$ cat src/design/pwts_pkg.sv
// Package for the priority wake-up task scheduler.
// Types, codes and constants shared by the front, queue and back modules.
package pwts_pkg;

  localparam int unsigned TaskSlots = 16;
  localparam int unsigned SlotW     = $clog2(TaskSlots);
  localparam int unsigned QDepth    = 2;
  localparam int unsigned QIdxW     = $clog2(QDepth);
  localparam logic [19:0] TicksPerMsReset = 20'd10000;

  typedef enum logic [1:0] {
    KIND_ADD   = 2'd0,
    KIND_TICK  = 2'd1,
    KIND_SLEEP = 2'd2,
    KIND_EXIT  = 2'd3
  } kind_e;

  typedef enum logic [1:0] {
    MODE_FREE     = 2'd0,
    MODE_SLEEPING = 2'd1,
    MODE_READY    = 2'd2,
    MODE_RUNNING  = 2'd3
  } mode_e;

  typedef enum logic [1:0] {
    ST_DONE   = 2'd0,
    ST_REJECT = 2'd1,
    ST_NONE   = 2'd2
  } status_e;

  // Item as it travels from the front through the queue.
  typedef struct packed {
    kind_e       kind;
    logic [3:0]  slot;
    logic [2:0]  prio;
    logic [63:0] now;
    logic [63:0] wake; // now + ms * ticks_per_ms, saturated
  } cmd_t;

  typedef enum logic [3:0] {
    S_IDLE,
    S_MUL,
    S_WAKE,
    S_TICK_PICK0,
    S_TICK_SWITCH,
    S_SLEEP,
    S_EXIT_UNLINK,
    S_EXIT_SCAN,
    S_OUT
  } bstate_e;

endpackage

$ cat src/design/pwts_queue.sv
// Short queue between front end and back end.
// Depends on pwts_pkg.
module pwts_queue import pwts_pkg::*; (
  input  logic clk_i,
  input  logic rst_ni,
  input  logic wr_valid_i,
  output logic wr_ready_o,
  input  cmd_t wr_data_i,
  output logic rd_valid_o,
  input  logic rd_ready_i,
  output cmd_t rd_data_o
);

  cmd_t             mem_q [QDepth];
  logic [QIdxW-1:0] wp_q, rp_q;
  logic [QIdxW:0]   cnt_q;
  logic             wr, rd;

  assign wr_ready_o = cnt_q != (QIdxW + 1)'(QDepth);
  assign rd_valid_o = cnt_q != '0;
  assign rd_data_o  = mem_q[rp_q];
  assign wr         = wr_valid_i && wr_ready_o;
  assign rd         = rd_valid_o && rd_ready_i;

  always_ff @(posedge clk_i or negedge rst_ni) begin
    if (!rst_ni) begin
      wp_q  <= '0;
      rp_q  <= '0;
      cnt_q <= '0;
    end else begin
      if (wr) wp_q <= wp_q + 1'b1;
      if (rd) rp_q <= rp_q + 1'b1;
      cnt_q <= cnt_q + {{QIdxW{1'b0}}, wr} - {{QIdxW{1'b0}}, rd};
    end
  end

  always_ff @(posedge clk_i) begin
    if (wr) mem_q[wp_q] <= wr_data_i;
  end

endmodule

$ cat config.mk
export PLATFORM = sky130hd
export DESIGN_NAME = pwts_queue
export DESIGN_NICKNAME = d
export VERILOG_FILES = /design/src/design/pwts_pkg.sv /design/src/design/pwts_queue.sv
export SDC_FILE = /design/constraint.sdc
export NUM_CORES = 1
export LEC_CHECK = 0
export BUFFER_PORTS_ARGS = -buffer_cell sky130_fd_sc_hd__buf_4
export CAP_MARGIN = 20
export CORE_ASPECT_RATIO = 2
export CORE_MARGIN = 2
export CORE_UTILIZATION = 45
export CTS_CLUSTER_SIZE = 28
export DETAILED_ROUTE_END_ITERATION = 16
export GPL_TIMING_DRIVEN = 0
export PLACE_DENSITY = 0.8
export SETUP_SLACK_MARGIN = 0.2
export SKIP_LAST_GASP = 1
export SLEW_MARGIN = 20
export SYNTH_ARGS = -nofsm -noshare
export SYNTH_HDL_FRONTEND = slang
export SYNTH_SLANG_ARGS = --single-unit
$ cat constraint.sdc
create_clock -name clk_i -period 15.9 [get_ports clk_i]
set_input_delay 2.385 -clock clk_i [delete_from_list [all_inputs] [get_ports clk_i]]
set_output_delay 2.385 -clock clk_i [all_outputs]
set_load 0.05 [all_outputs]
==> results.md <==
* Post-DP HPWL at 15.1 mm
* Post-synthesis cell count at 448
* CP Max Fanout at 10
* Max frequency at 0.233 GHz
* Period utilization at 27.0%
* Avg Inst Size Synth at 22.7 µm²
* Final Setup Violations at 0
* Mapped Area at 10200 µm²
* Initial Util at 45.8%
* CP Data Required Time at 13.52 ns
* RSZ-0062 raised after global routing: no
* Minimum clock period at 4.29 ns
* Placed inst area at 12800 µm²
* Worst setup path end: rd_data_o[81]
* Flops & latches, synth at 278
* WL/cell at 20.2 µm
* Crit path DAT at 1.90 ns
* Hold Path Class: reg -> reg
* Vias per cell at 5.02
* DR iter-0 viols at 202
* GRT Total Usage at 17.6%
* H-tree Lvls at 1
* Setup crit start kind: flop
* Main combinational cell family by area after synthesis: multiplexers
* P_leak at 5.06 nW
* RePlAce Congestion at 0.772
* R2R cell count at 6
* Reg-to-reg startpoint: cnt_q[0]
* Hold_buf cts at 0
* Top cell type's share of synthesized area at 81.0%
* Clock Tree Root: clkbuf_16
* Layout area overhead at 33.8%
* Pwr dens at 219 nW/µm²
* Dominant synthesized flop cell: edfxtp_1
* Asr flop ratio synth at 1.44%
* CP endpoint kind: primary output
* Die area at 23900 µm²
* FF-to-FF setup slack at 13.85 ns
* Fraction of the mapped netlist area in compound gates at 0.308%
* Setup Skew at 0.00795 ns
* First-pass GRT wire length at 30.9 mm
* DRC Markers at 0
* FP Rows at 77
* Synth area leader: edfxtp_1
* Post-CTS Resized at 0
* Layout cell share with drive strength beyond 1 at 61.5%
* Layout Nets at 902
* Total grt overflow at 0
* Initial antenna violation count at 4
* Number of global-route vias before repair at 5814
* Final wirelength at 21.2 mm
* Mux contribution to synthesized area at 15.2%
* Slew headroom at 50.1%
* Clock sinks at 278
* Synth Area in XOR/XNOR at 0.259%
* Setup CP Type: reg -> out
* Register area at 8330 µm²
* Post-synth EDFFs at 274
* CTS buffer count at 23
* First-pass DRT Iterations at 4
* Area of the multi-input gates at 1670 µm²
* Most frequent cells after synthesis: 274 x edfxtp_1, 137 x mux2_2, 14 x buf_6, 4 x dfrtp_1
* Die W at 110 µm
* # Post-CTS Setup Buffers at 0
* Max Root-Sink Buffers at 3
* DIE HEIGHT at 216 µm
* TritonCTS clock tree: yes
* Warnings from Yosys at 0
* Status: finished clean
* Fraction of the mapped netlist area in simple logic gates at 0.481%
* Clk_lat worst skew at 0.51 ns
* Hold Violations, Final at 0
* Crit path from: rp_q
* Non-Filler Cell Area, Final at 13600 µm²
* Seq/Total Area, Yosys at 82.0%
* Reg2reg end: mem_q[0][20]
* Least-Margin Pin Slew at 0.748 ns
* Core Region at 22200 µm²
* # fillers at 1607
* Adder-cell share of the synthesized area at 0.123%
* Syn_nets at 590
* I/O Buffers at 279
* Maxcap violations at 0
* Largest cells by area after synthesis: edfxtp_1 81%, mux2_2 15%, buf_6 1.6%, dfrtp_1 0.99%, xnor2_1 0.26%
* Slew Limit Fails at 0
* Reg clk slew, reported paths at 0.07 ns
* Most common cell in the synthesized netlist: edfxtp_1
* Num ports at 280
* Maximum resistive drop on vdd at 0.142 mV
* Vias at 5273
* Largest net degree at the start of global routing at 50
* Setup total negative slack at 0 ns
* Detail Route Antenna Nets at 0
* Post-synthesis cell type count at 18
cells in the final DEF (no fill, tap or decap):
| master | instances |
|---|---|
| clkinv_1 | 2 |
| ha_1 | 1 |
| clkbuf_16 | 23 |
| buf_16 | 4 |
| buf_12 | 4 |
| buf_2 | 1 |
| edfxtp_1 | 274 |
| nor2_1 | 2 |
| dfrtp_1 | 4 |
| o21ai_0 | 1 |
| a32oi_1 | 1 |
| or2_2 | 1 |
| xnor2_1 | 3 |
| clkinv_4 | 1 |
| clkinvlp_4 | 3 |
| bufinv_16 | 5 |
| buf_6 | 14 |
| nand3_1 | 1 |
| diode_2 | 1 |
| nor2_4 | 1 |
| buf_4 | 279 |
| a21bo_2 | 1 |
| nand2_1 | 2 |
| nand2b_1 | 1 |
| clkinv_2 | 1 |
| nor2b_1 | 1 |
| a211oi_1 | 1 |
| and3_4 | 1 |
| clkbuf_1 | 4 |
| mux2_2 | 137 |
report_power, final:
part / leakage, nW / switching [mW] / internal [mW]
Clock: 0.370 / 0.245 / 0.347
Sequential: 2.60 / 0.0381 / 0.999
Combinational: 2.10 / 0.890 / 0.458
Total: 5.06 / 1.17 / 1.80
final cells by class:
class                           count  area share (%)
Timing Repair Buffer              287            16.8
Clock inverter                     12            1.43
Clock buffer                       27            4.35
Multi-Input combinational cell    155            12.3
Sequential cell                   278            61.3
Antenna cell                        1          0.0184
Buffer                             15            1.20
Tap cell                          276            2.54
sequential cells by signal, summed over array words and instances, names as in the netlist:
| name | cells |
|---|---|
| wp_q | 1 |
| mem_q | 274 |
| rp_q | 1 |
| cnt_q | 2 |
logic make-up after synthesis:
group                      after synthesis
adders and majority gates                1
muxes                                  137
buffers and inverters                   15
and+or+nand+nor                         10
DFF                                    278
xor gates and xnor gates                 3
AOI/OAI and AO/OA                        4
per-layer routing:
layer / vias to the layer above / global-route usage, % / share of wire, %
li1: 2406 / - / -
met2: 186 / 33.8 / 58
met4: 6 / 9.92 / 5.8
met3: 73 / 4.66 / 7.0
met5: - / 0 / 0.17
met1: 2602 / 15.5 / 29
critical path: stages (launching register included):
cell	delay, ns
dfrtp_1	0.42
buf_6	0.24
buf_6	0.18
mux2_2	0.36
buf_4	0.19
metrics by stage:
stage / hold slack, ns / setup slack (ns) / cells / utilization [%] / total power, mW
floorplan: 0.460 / 7.10 / 448 / - / 2.02
global placement: 0.474 / 3.79 / 1003 / 56.8 / 2.41
detailed placement: 0.546 / 11.96 / 1011 / 57.7 / 2.41
CTS: 0.559 / 11.56 / 1050 / 61.3 / 3.01
global route: 0.597 / 11.54 / 1050 / 61.3 / 3.09
finish: 0.560 / 11.61 / 1051 / 61.3 / 2.98
worst min path at each step:
stage	startpoint	endpoint	slack (ns)	cells after the start
after floorplan	wp_q	wp_q	0.46	1
after global placement	wp_q	wp_q	0.47	1
after detailed placement	wp_q	wp_q	0.55	1
after CTS	wp_q	wp_q	0.56	1
after global routing	wp_q	wp_q	0.60	1
final	wp_q	wp_q	0.56	1
No activity file was read; power rests on OpenSTA's default activity.
