## src/design/pwts_pkg.sv

```systemverilog
// Package for the priority wake-up task scheduler.
// Types, codes and constants shared by the front, queue and back modules.
package pwts_pkg;

  localparam int unsigned TaskSlots = 16;
  localparam int unsigned SlotW     = $clog2(TaskSlots);
  localparam int unsigned QDepth    = 2;
  localparam int unsigned QIdxW     = $clog2(QDepth);
  localparam logic [19:0] TicksPerMsReset = 20'd10000;

  typedef enum logic [1:0] {
    KIND_ADD   = 2'd0,
    KIND_TICK  = 2'd1,
    KIND_SLEEP = 2'd2,
    KIND_EXIT  = 2'd3
  } kind_e;

  typedef enum logic [1:0] {
    MODE_FREE     = 2'd0,
    MODE_SLEEPING = 2'd1,
    MODE_READY    = 2'd2,
    MODE_RUNNING  = 2'd3
  } mode_e;

  typedef enum logic [1:0] {
    ST_DONE   = 2'd0,
    ST_REJECT = 2'd1,
    ST_NONE   = 2'd2
  } status_e;

  // Item as it travels from the front through the queue.
  typedef struct packed {
    kind_e       kind;
    logic [3:0]  slot;
    logic [2:0]  prio;
    logic [63:0] now;
    logic [63:0] wake; // now + ms * ticks_per_ms, saturated
  } cmd_t;

  typedef enum logic [3:0] {
    S_IDLE,
    S_MUL,
    S_WAKE,
    S_TICK_PICK0,
    S_TICK_SWITCH,
    S_SLEEP,
    S_EXIT_UNLINK,
    S_EXIT_SCAN,
    S_OUT
  } bstate_e;

endpackage

```

## src/design/pwts_front.sv

```systemverilog
// Front end: accepts items, forms the saturated wake time: multiply, add.
// Depends on pwts_pkg.
module pwts_front import pwts_pkg::*; (
  input  logic        clk_i,
  input  logic        rst_ni,
  input  logic        in_valid_i,
  output logic        in_ready_o,
  input  logic [1:0]  kind_i,
  input  logic [3:0]  slot_i,
  input  logic [2:0]  prio_i,
  input  logic [63:0] now_ticks_i,
  input  logic [31:0] sleep_ms_i,
  input  logic [19:0] ticks_per_ms_i,
  output logic        cmd_valid_o,
  input  logic        cmd_ready_i,
  output cmd_t        cmd_o
);

  logic        busy_q, busy_d;
  logic        mul_q, mul_d;
  cmd_t        cmd_q, cmd_d;
  logic [31:0] ms_q, ms_d;
  logic [51:0] prod_q, prod_d;
  logic [64:0] sum;
  // Set once the add after the multiply has formed the wake time.
  logic        prod_valid_q, prod_valid_d;

  assign in_ready_o  = !busy_q;
  assign cmd_valid_o = busy_q && !mul_q && prod_valid_q;
  assign cmd_o       = cmd_q;
  assign sum         = {1'b0, cmd_q.now} + {13'd0, prod_q};

  always_comb begin
    busy_d = busy_q;
    mul_d  = mul_q;
    cmd_d  = cmd_q;
    ms_d   = ms_q;
    prod_d = prod_q;
    if (in_valid_i && in_ready_o) begin
      busy_d     = 1'b1;
      mul_d      = 1'b1;
      cmd_d.kind = kind_e'(kind_i);
      cmd_d.slot = slot_i;
      cmd_d.prio = prio_i;
      cmd_d.now  = now_ticks_i;
      ms_d       = sleep_ms_i;
    end else if (mul_q) begin
      // Tick uses one millisecond.
      prod_d = (cmd_q.kind == KIND_TICK) ? {32'd0, ticks_per_ms_i}
                                         : ms_q * ticks_per_ms_i;
      mul_d  = 1'b0;
      busy_d = 1'b1;
    end else if (cmd_valid_o && cmd_ready_i) begin
      busy_d = 1'b0;
    end
    if (busy_q && !mul_q && !prod_valid_q) begin
      cmd_d.wake = sum[64] ? '1 : sum[63:0];
    end
  end

  always_comb begin
    prod_valid_d = prod_valid_q;
    if (in_valid_i && in_ready_o) prod_valid_d = 1'b0;
    else if (busy_q && !mul_q) prod_valid_d = 1'b1;
  end

  always_ff @(posedge clk_i or negedge rst_ni) begin
    if (!rst_ni) begin
      busy_q       <= 1'b0;
      mul_q        <= 1'b0;
      prod_valid_q <= 1'b0;
    end else begin
      busy_q       <= busy_d;
      mul_q        <= mul_d;
      prod_valid_q <= prod_valid_d;
    end
  end

  always_ff @(posedge clk_i) begin
    cmd_q  <= cmd_d;
    ms_q   <= ms_d;
    prod_q <= prod_d;
  end

endmodule

```

## config.mk

```make
export PLATFORM = sky130hd
export DESIGN_NAME = pwts_front
export DESIGN_NICKNAME = d
export VERILOG_FILES = /design/src/design/pwts_pkg.sv /design/src/design/pwts_front.sv
export SDC_FILE = /design/constraint.sdc
export NUM_CORES = 2
export LEC_CHECK = 0
export BUFFER_PORTS_ARGS = -buffer_cell sky130_fd_sc_hd__buf_4
export CAP_MARGIN = 30
export CORE_MARGIN = 2
export CORE_UTILIZATION = 55
export DETAILED_ROUTE_END_ITERATION = 7
export MAX_ROUTING_LAYER = met4
export PLACE_DENSITY_LB_ADDON = 0.25
export RECOVER_POWER = 50
export SLEW_MARGIN = 5
export SYNTH_ARGS = -nofsm -noshare
export SYNTH_HDL_FRONTEND = slang
export SYNTH_SLANG_ARGS = --single-unit
```

## constraint.sdc

```tcl
create_clock -name clk_i -period 11 [get_ports clk_i]
set_clock_uncertainty 0.2 [all_clocks]
set_input_delay 2.75 -clock clk_i [delete_from_list [all_inputs] [get_ports clk_i]]
set_output_delay 2.75 -clock clk_i [all_outputs]
set_load 0.02 [all_outputs]
```

==> qor.csv <==
stage,metric,value,unit
floorplan,dieHeight,243,um
setup_path,r2r-start,ms_q[10],
sta,finalHoldViolCount,0,
route,vias,23200,
route,post_drt_wl_per_cell,19.3,um
route,antenna_left,0,
setup_path,critPathMaxFanout,33,
hold_path,hold_path.class,reg2reg,
status,status,"complete, but fails checks",
floorplan,die_w,243,um
synth,synth-seq-cells,224,
placed_design,io_buffer_count,267,
setup_path,start_kind,input pin,
global_routing,grt_use_total,29.0,%
cells_and_area,fin_util,61.6,%
placed_design,gp_congestion,0.943,
setup_path,r2r-end,prod_q[47],
route,via_per_inst,5.53,
sta,max_freq,103,MHz
synth,ys_types,67,
global_routing,grt_pass1_wl,131000,um
clock_network,clockBufferDepth,3,
hold_path,holdPathStages,1,
synth,syn_nets,4158,
clock_network,clk-insertion-delay-late,590,ps
setup_path,crit_start,ticks_per_ms_i[8],
sta,period_share,88.3,%
clock_network,cts_tree,yes,
cells_and_area,fin_nets,4307,
synth,netlist_area,31400,sq um
sta,setup_violations,0,
sta,relSlewSlack,-117,%
synth,yosysSeqAreaShare,21.4,%
floorplan,initial_core_util,55.7,%
setup_path,crit_required,11140,ps
hold_path,hp-start,mul_q,
global_routing,grt_max_degree,65,
global_routing,antenna_found_initial,1,
global_routing,grt_pass1_vias,24600,
clock_network,cts_setup_buffers,0,
clock_network,numCtsBuffers,27,
clock_network,hold_buffers,0,
sta,rsz0062_at_grt,false,
cells_and_area,fillers,4793,
floorplan,ioPinCount,268,
synth,ys_async_sr_fraction,1.34,%
synth,ys_warn_count,0,
setup_path,reg2reg_depth,21,
route,drtIter0Drc,1668,
cells_and_area,areaGrowthSynthToFinish,10.7,%
setup_path,crit_path_end_kind,flop,
hold_path,hold_end,busy_q,
setup_path,crit_type,in2reg,
clock_network,root_buffer,clkbuf_16,
sta,timing.hold.ws,323,ps
sta,tns,0,ps
clock_network,cts.htree.levels,1,
cells_and_area,layout-drive-gt1-share,9.20,%
synth,synth-edff-count,221,
global_routing,grt_overflow,0,
placed_design,dpl.hpwl,62800,um
route,route.detailed.drc,0,
floorplan,die_area,59000,sq um
synth,synthFlopType,edfxtp_1,
sta,worst_pin_slew,3250,ps
floorplan,core,56400,sq um
flow_run,drv_cap,4,
clock_network,clk_pin_slew_worst_paths,60,ps
route,drtPass1Iterations,6,
setup_path,rrSetupSlack,2720,ps
clock_network,cts.sinks,224,
sta,maxSlewViolCount,223,
clock_network,post_cts_resized,0,
setup_path,cp_data_arrival_time,9850,ps
status,violations,"max-capacitance violations, max-slew violations",
synth,synth_area_per_cell,9.58,sq um
route,wl,81100,um
synth,syn_inst,3278,
sta,post-route-min-period,9710,ps
floorplan,rows,87,
## flip-flops by register name, summed over array words and instances, names as in the netlist
name          flops
busy_q            1
mul_q             1
prod_q           52
cmd_o           137
ms_q             32
prod_valid_q      1
## how the worst max path moves through the flow
stage	end	slack [ps]	depth (start not counted)
CTS	prod_q[47]	1400	22
detailed placement	prod_q[47]	770	22
global placement	prod_q[47]	1000	23
finish	prod_q[47]	1290	23
floorplan	prod_q[47]	1640	25
global route	prod_q[47]	990	22
## cell families (layout without fill, tap and decap cells)
logic type | count (synthesis) | after routing | share of synthesized area [%]
and+or+nand+nor | 1050 | 1050 | 16.2
xor gates and xnor gates | 81 | 81 | 2.26
muxes | 7 | 7 | 0.231
other | 0 | 1 | 0
AOI/OAI and AO/OA | 388 | 388 | 7.81
adders and majority gates | 751 | 751 | 42.8
buffers and inverters | 777 | 943 | 9.42
DFF | 224 | 224 | 21.4
## routing by layer
layer | global-route usage, % | routed length [um] | vias to the layer above
met5 | - | 0 | -
met4 | 9.00 | 2580 | 0
met3 | 5.75 | 6510 | 167
met2 | 44.5 | 37000 | 908
met1 | 39.2 | 35100 | 11600
li1 | - | - | 10600
## cells in the mapped netlist (all sizes together), types with 4 or more instances
cell    count  area [sq um]
a211oi      9          67.6
o31ai       9          67.6
nand3      22           110
nor2       85           319
a211o       7          61.3
a21oi     129           649
o21ai      82           414
a21o       47           353
fa        537         10800
nand2     500          1880
o21bai     25           188
or2         4          25.0
inv       611          2290
mux2i       5          50.1
ha        214          2680
clkbuf    157           591
xor2       33           289
a31oi      17           113
a41oi       5          43.8
nand2b     15          93.8
o211ai      7          52.6
and3       23           144
nor2b      12          75.1
and4        5          43.8
xnor2      48           420
a21boi      5          37.5
nor3       29           145
and2      304          1900
buf         9          73.8
or3         8          50.1
o21a       18           135
nor4        4          25.0
edfxtp    221          6640
nand4      29           181
## cells in the final DEF, fill, tap and decap left out, types with 25 or more instances in the layout
cell type,netlist,layout
buf_4,0,154
and2_1,304,303
clkbuf_16,0,27
a21oi_1,128,129
ha_1,214,214
o21bai_1,25,25
nand2_1,500,500
nor2_1,85,85
clkbuf_4,0,105
o21ai_0,76,77
nand4_1,29,29
xnor2_1,48,48
fa_1,537,537
xor2_1,33,33
a21o_1,47,47
edfxtp_1,221,221
inv_1,611,611
nor3_1,29,29
## per-stage QoR
step                      worst slack (ps)  std cells  cell area (sq um)
after detailed placement               772       4147              33800
after global routing                   992       4201              34800
after global placement                1000       4147              33800
after floorplan                       1640       3278              31400
final                                 1290       4201              34800
after CTS                             1400       4193              34700
## worst max-delay path, cell delays in order
cell	delay, ps
buf_4	240
and2_1	240
fa_1	540
inv_1	60
fa_1	480
fa_1	520
inv_1	50
fa_1	550
fa_1	430
fa_1	530
inv_1	80
fa_1	480
inv_1	40
ha_1	400
nand2_1	130
o21ai_0	340
o2bb2ai_1	160
o221ai_1	160
a21oi_1	480
o21ai_2	180
a2111oi_2	630
o21ai_0	230
mux2i_1	160
## layout make-up
cell class | instances | area, sq um | share of cell area (%)
clock buffer | 30 | 687 | 1.98
clock inverter | 16 | 173 | 0.497
tap | 756 | 946 | 2.72
sequential | 224 | 6710 | 19.3
multi-input combinational | 2277 | 21700 | 62.6
timing repair buffer | 286 | 2200 | 6.33
inverter | 611 | 2290 | 6.60
antenna | 1 | 2.50 | 0.00720
Power is not shown: default switching activity piles up to over one toggle a cycle in this logic, so the estimate is an artifact.
